--- config.mk ---
export PLATFORM = sky130hd
export DESIGN_NAME = nsmr_ctrl
export DESIGN_NICKNAME = d
export VERILOG_FILES = /design/src/rtl/nsmr_pkg.sv /design/src/rtl/nsmr_ctrl.sv
export SDC_FILE = /design/constraint.sdc
export NUM_CORES = 1
export LEC_CHECK = 0
export ABC_CLOCK_PERIOD_IN_PS = 2850
export BUFFER_PORTS_ARGS = -buffer_cell sky130_fd_sc_hd__clkbuf_2
export CORE_AREA = 2 2 39 41
export CTS_BUF_LIST = sky130_fd_sc_hd__clkbuf_16
export DETAILED_ROUTE_END_ITERATION = 12
export DIE_AREA = 0 0 41 43
export HOLD_SLACK_MARGIN = 0.1
export SYNTH_ARGS = -nofsm -noshare
export SYNTH_HDL_FRONTEND = slang
export SYNTH_SLANG_ARGS = --single-unit
--- constraint.sdc ---
create_clock -name clk_i -period 2.85 [get_ports clk_i]
set_clock_uncertainty 0.15 [all_clocks]
set_input_delay 0.57 -clock clk_i [delete_from_list [all_inputs] [get_ports clk_i]]
set_output_delay 0.57 -clock clk_i [all_outputs]
set_load 0.02 [all_outputs]
--- src/rtl/nsmr_pkg.sv ---
package nsmr_pkg;

  localparam int unsigned SumW   = 48;
  localparam int unsigned CountW = 17;
  localparam int unsigned CfgW   = 21;
  localparam int unsigned IdxCfgW = 2;

  localparam logic [IdxCfgW-1:0] RegInnerSize   = 2'd0;
  localparam logic [IdxCfgW-1:0] RegReduceLen   = 2'd1;
  localparam logic [IdxCfgW-1:0] RegOuterCount  = 2'd2;
  localparam logic [IdxCfgW-1:0] RegComplexMode = 2'd3;

  typedef struct packed {
    logic signed [31:0] sample_real;
    logic signed [31:0] sample_imag;
    logic               real_missing;
    logic               imag_missing;
  } in_t;

  typedef struct packed {
    logic signed [31:0] mean_real;
    logic signed [31:0] mean_imag;
    logic [16:0]        present_count;
    logic               all_missing;
    logic               last;
  } out_t;

  typedef struct packed {
    logic accept;
    logic update;
    logic div_step;
    logic load_out;
  } cmd_t;

  typedef struct packed {
    logic emit;
    logic div_done;
  } stat_t;

endpackage

--- src/rtl/nsmr_ctrl.sv ---
module nsmr_ctrl
  import nsmr_pkg::*;
(
  input  logic  clk_i,
  input  logic  rst_ni,
  input  logic  in_valid_i,
  output logic  in_ready_o,
  output logic  out_valid_o,
  input  logic  out_ready_i,
  input  stat_t stat_i,
  output cmd_t  cmd_o
);

  localparam logic [2:0] StIdle = 3'd0;
  localparam logic [2:0] StRead = 3'd1;
  localparam logic [2:0] StUpd  = 3'd2;
  localparam logic [2:0] StDiv  = 3'd3;
  localparam logic [2:0] StOut  = 3'd4;

  logic [2:0] state_q, state_d;
  logic       oval_q, oval_d;

  always_comb begin
    state_d = state_q;
    oval_d  = oval_q;
    cmd_o   = '0;
    in_ready_o = 1'b0;
    if (oval_q && out_ready_i) begin
      oval_d = 1'b0;
    end
    unique case (state_q)
      StIdle: begin
        in_ready_o = 1'b1;
        if (in_valid_i) begin
          cmd_o.accept = 1'b1;
          state_d = StRead;
        end
      end
      StRead: state_d = StUpd;
      StUpd: begin
        cmd_o.update = 1'b1;
        state_d = stat_i.emit ? StDiv : StIdle;
      end
      StDiv: begin
        cmd_o.div_step = 1'b1;
        if (stat_i.div_done) begin
          state_d = StOut;
        end
      end
      StOut: begin
        // The finished word waits here until the output register is free.
        if (!oval_q || out_ready_i) begin
          cmd_o.load_out = 1'b1;
          oval_d  = 1'b1;
          state_d = StIdle;
        end
      end
      default: state_d = StIdle;
    endcase
  end

  always_ff @(posedge clk_i or negedge rst_ni) begin
    if (!rst_ni) begin
      state_q <= StIdle;
      oval_q  <= 1'b0;
    end else begin
      state_q <= state_d;
      oval_q  <= oval_d;
    end
  end

  assign out_valid_o = oval_q;

endmodule

* Word-level counts from Yosys, hierarchy flattened
Index checks and enable logic that the tools add are counted.
** Cells by class
- Eq/ne operators :: 7
- Mux-type cells :: 15
- Reduce and logical (&&, ||, !) cells :: 5
** Operator list (count)
- case mux 3 bit (5 select lines) :: 1
- 2-to-1 mux 1 bit :: 10
- 2-to-1 mux 3 bit :: 3
- == test 3 x 2 -> 1 bit, second input constant :: 2
- inequality test 2 bit, second input constant :: 3
- == test 3 x 1 -> 1 bit, second input constant :: 1
- == test 3 bit, second input constant :: 1
- zero test 3 bit :: 1
- AND reduction 3 bit :: 1
- 2-to-1 mux 2 bit :: 1
- logical AND 1 bit :: 1
- zero test 1 bit :: 1
- logical OR 1 bit :: 1
** Word-level totals
- Register bits after elaboration :: 4
- Bits of input ports :: 6
- Output and inout bits :: 6
- Logic and storage cells :: 29

* Longest topological paths before layout
- Depth after elaboration :: 4
- Mapped depth :: 2
- Gate-level depth less buffers :: 2

* Worst setup path before layout
Ideal clock, no wire load.
- Path type :: input -> output
- Start point :: in in_valid_i
- End point :: out cmd_o[3] (netlist name)
- Arrival time :: 1.177 ns
- Required time :: 2.130 ns
- Path slack :: 0.953 ns
- Cell stages on the path :: 2
- Buffers on the path :: 0
- Cell sequence :: or4b_4 inv_1
** RTL lines
- start, declared :: line nsmr_ctrl.sv:6 : input logic in_valid_i,
- end, declared :: line nsmr_ctrl.sv:11 : output cmd_t cmd_o

==> flow_summary_export.csv <==
group,metric,value,unit
timing,hold_violations,0,
yosys,postSynth.asyncResetShare,100,%
timing,worst_pin_slew,0.230,ns
power,p_comb_share,30.8,%
layout,fillers,148,
worst_hold_path,min_to,"out_valid_o$_DFF_PN0_",
critical_path,cp-start-kind,"flop",
detailed_routing,antenna_left,0,
grt,grt_first_pass_wirelength,828,um
cts,cts_buffers,3,
timing,fin_hold_ws,0.371,ns
layout,multi_input_area,118,um2
yosys,ys_seq_elements,4,
yosys,yosys.area.top_type,"dfrtp_1",
cts,htree_levels,1,
timing,fmax,464,MHz
placed_design,placedCellCount,48,
cts,clk_pin_slew,0.03,ns
die,std_cell_rows,14,
critical_path,reg2reg_to,"state_q[0]$_DFFE_PN0P_",
yosys,synth_cell_types,16,
power,p_leak,0.195,nW
detailed_routing,vias_per_cell,3.96,
power,seqPwrFrac,22.8,%
die,pin_count,12,
critical_path,path_max_fanout,7,
power,peakVddDrop,0.344,mV
grt,grt_overflow_total,0,
detailed_routing,wl,527,um
timing,setup_viol,0,
timing,rsz0062_at_grt,"no",
die,initial_core_util,16.0,%
power,p_switching,0.148,mW
critical_path,path_cells,"or4b_4, inv_1, clkbuf_2",
cts,cts_buffer_depth,2,
yosys,syn_area,221,um2
power,p_clk_share,46.4,%
cts,cts_root_buffer,"clkbuf_16",
yosys,ys.warnings.count,0,
worst_hold_path,min_from,"out_valid_o$_DFF_PN0_",
yosys,synth_ff_type,"dfrtp_1",
detailed_routing,wl_per_cell,10.1,um
critical_path,crit_required,2.13,ns
critical_path,critPathCaptureType,"output pin",
detailed_routing,drc_errors,0,
critical_path,worstSetupPathType,"flop to output pin",
critical_path,critPathLaunch,"state_q[1]$_DFFE_PN0P_",
yosys,syn_inst,21,
cts,cts.repair.resized,0,
die,die_h,43,um
die,dieArea,1760,um2
detailed_routing,dr.first_iter.drc_count,2,
yosys,synth_top_area_share,45.2,%
run_status,outcome,"finished clean",
layout,diodes,0,
yosys,syn_avg_cell_area,10.5,um2
timing,timing.final.crit_share,75.6,%
cts,worstSkewPairLatency,0.22,ns
placed_design,io_buffer_count,11,
critical_path,crit_path_max_incr_delay,0.55,ns
yosys,yosysSeqAreaShare,45.2,%
layout,drive_gt1_share,50.0,%
critical_path,r2r-start,"state_q[1]$_DFFE_PN0P_",
layout,regArea,100,um2
power,p_sw_share,31.6,%
yosys,yosysMostFrequentCell,"dfrtp_1",
placed_design,hpwl,392,um
layout,fin_nets,44,
detailed_routing,dr_total_vias,206,
timing,maxSlewViolCount,0,
grt,grt_pass1_vias,195,
yosys,synth_edf_count,0,
placed_design,place_congestion,0.653,
cts,cts_num_sinks,4,
grt,antenna_found_initial,0,
timing,slew_headroom,84.7,%
worst_hold_path,hp-class,"flop to flop",
yosys,ys_top_cells_by_area,"dfrtp_1, or4b_4, nand2b_1",
timing,fin_crit,2.15,ns
critical_path,ff2ff_setup_slack,1.55,ns
job,cap_viol_max_count,0,
die,core-area,1380,um2
grt,grt_use_total,7.55,%
layout,stdcell_count,52,
layout,area_growth,72.3,%
die,die_x,41,um
detailed_routing,dr.pass1.iters,4,
critical_path,reg2regPathDepth,2,
power,powerDensity,1230,nW/um2
timing,fin_setup_tns,0,ns
yosys,synth_fp_nets,27,
critical_path,critical-path-slowest-cell,"or4b_4",
power,internal_power,0.321,mW
yosys,yosys-top-cells-count,"dfrtp_1, nand2b_1, nor2_1",
worst_hold_path,hold_depth,2,
grt,grt_max_degree,10,
cts,tritoncts,"done",
critical_path,arrival,1.43,ns
how the worst max path moves through the flow:
stage	end	slack, ns	cells past startpoint
floorplan	cmd_o[3]	0.95	2
global placement	cmd_o[3]	0.81	4
detailed placement	cmd_o[3]	0.80	4
CTS	cmd_o[3]	0.69	3
global route	cmd_o[3]	0.64	3
finish	cmd_o[3]	0.70	3
area by class of cell:
class                   instances  area share, %
multi-input cells              16           30.8
flip-flops and latches          4           26.2
clock buffers                   3           19.7
repair buffers                 12           17.0
well taps                      16           5.25
inverters                       1          0.984
through the flow:
stage	setup slack [ns]	total power, mW	util, %	cell area (um2)
6_report	0.696	0.469	27.6	382
5_1_grt	0.643	0.495	27.6	382
4_1_cts	0.687	0.475	27.6	382
3_5_place_dp	0.805	0.252	21.4	297
3_3_place_gp	0.806	0.249	21.4	297
2_1_floorplan	0.953	0.204	-	221
metal layers:
layer | global-route usage [%] | up-vias | part of all wire, %
met1 | 11.0 | 90 | 48
met3 | 0 | 0 | 8.0
met4 | 12.0 | 0 | 0
met5 | 0 | - | 0
li1 | - | 105 | -
met2 | 7.19 | 11 | 44
flip-flops by register name, summed over array words and instances (netlist names):
register,cells
out_valid_o,1
state_q,3
cells in the final DEF, fill, tap and decap left out:
cell and n:
clkbuf_16 3, a21bo_2 1, clkbuf_2 11, a21oi_1 1
nand2b_1 2, nand3b_1 1, or3b_1 1, or4b_4 1
inv_1 1, nor2b_1 1, nor3_1 1, nor2_1 2
nand2_1 1, o2bb2ai_1 1, and2_1 1, dlygate4sd3_1 1
o31ai_2 1, dfrtp_1 4, and3b_2 1
logic make-up after synthesis:
logic type             count (synthesis)  synth area share (%)
AO/OA/AOI/OAI                          4                  16.4
AND/OR/NAND/NOR                       12                  36.7
flip-flops                             4                  45.2
buffers and inverters                  1                  1.69
power by group through the flow:
stage	Combinational [mW]	Sequential, mW	Clock [mW]
6_report	0.144	0.107	0.218
5_1_grt	0.159	0.112	0.224
4_1_cts	0.147	0.107	0.221
3_5_place_dp	0.145	0.107	0
3_3_place_gp	0.144	0.105	0
2_1_floorplan	0.103	0.102	0
worst max-delay path: cells and delay by family (launching register included):
| kind | cells | cell delay, ns |
|---|---|---|
| buffers and inverters | 2 | 0.22 |
| flip-flops | 1 | 0.44 |
| AND/OR/NAND/NOR | 1 | 0.55 |
repair_timing:
action	in CTS	in global routing
hold buffers	1	0
setup buffers	0	0
hold endpoints to repair	4	0
Power figures use the tool's default switching activity.
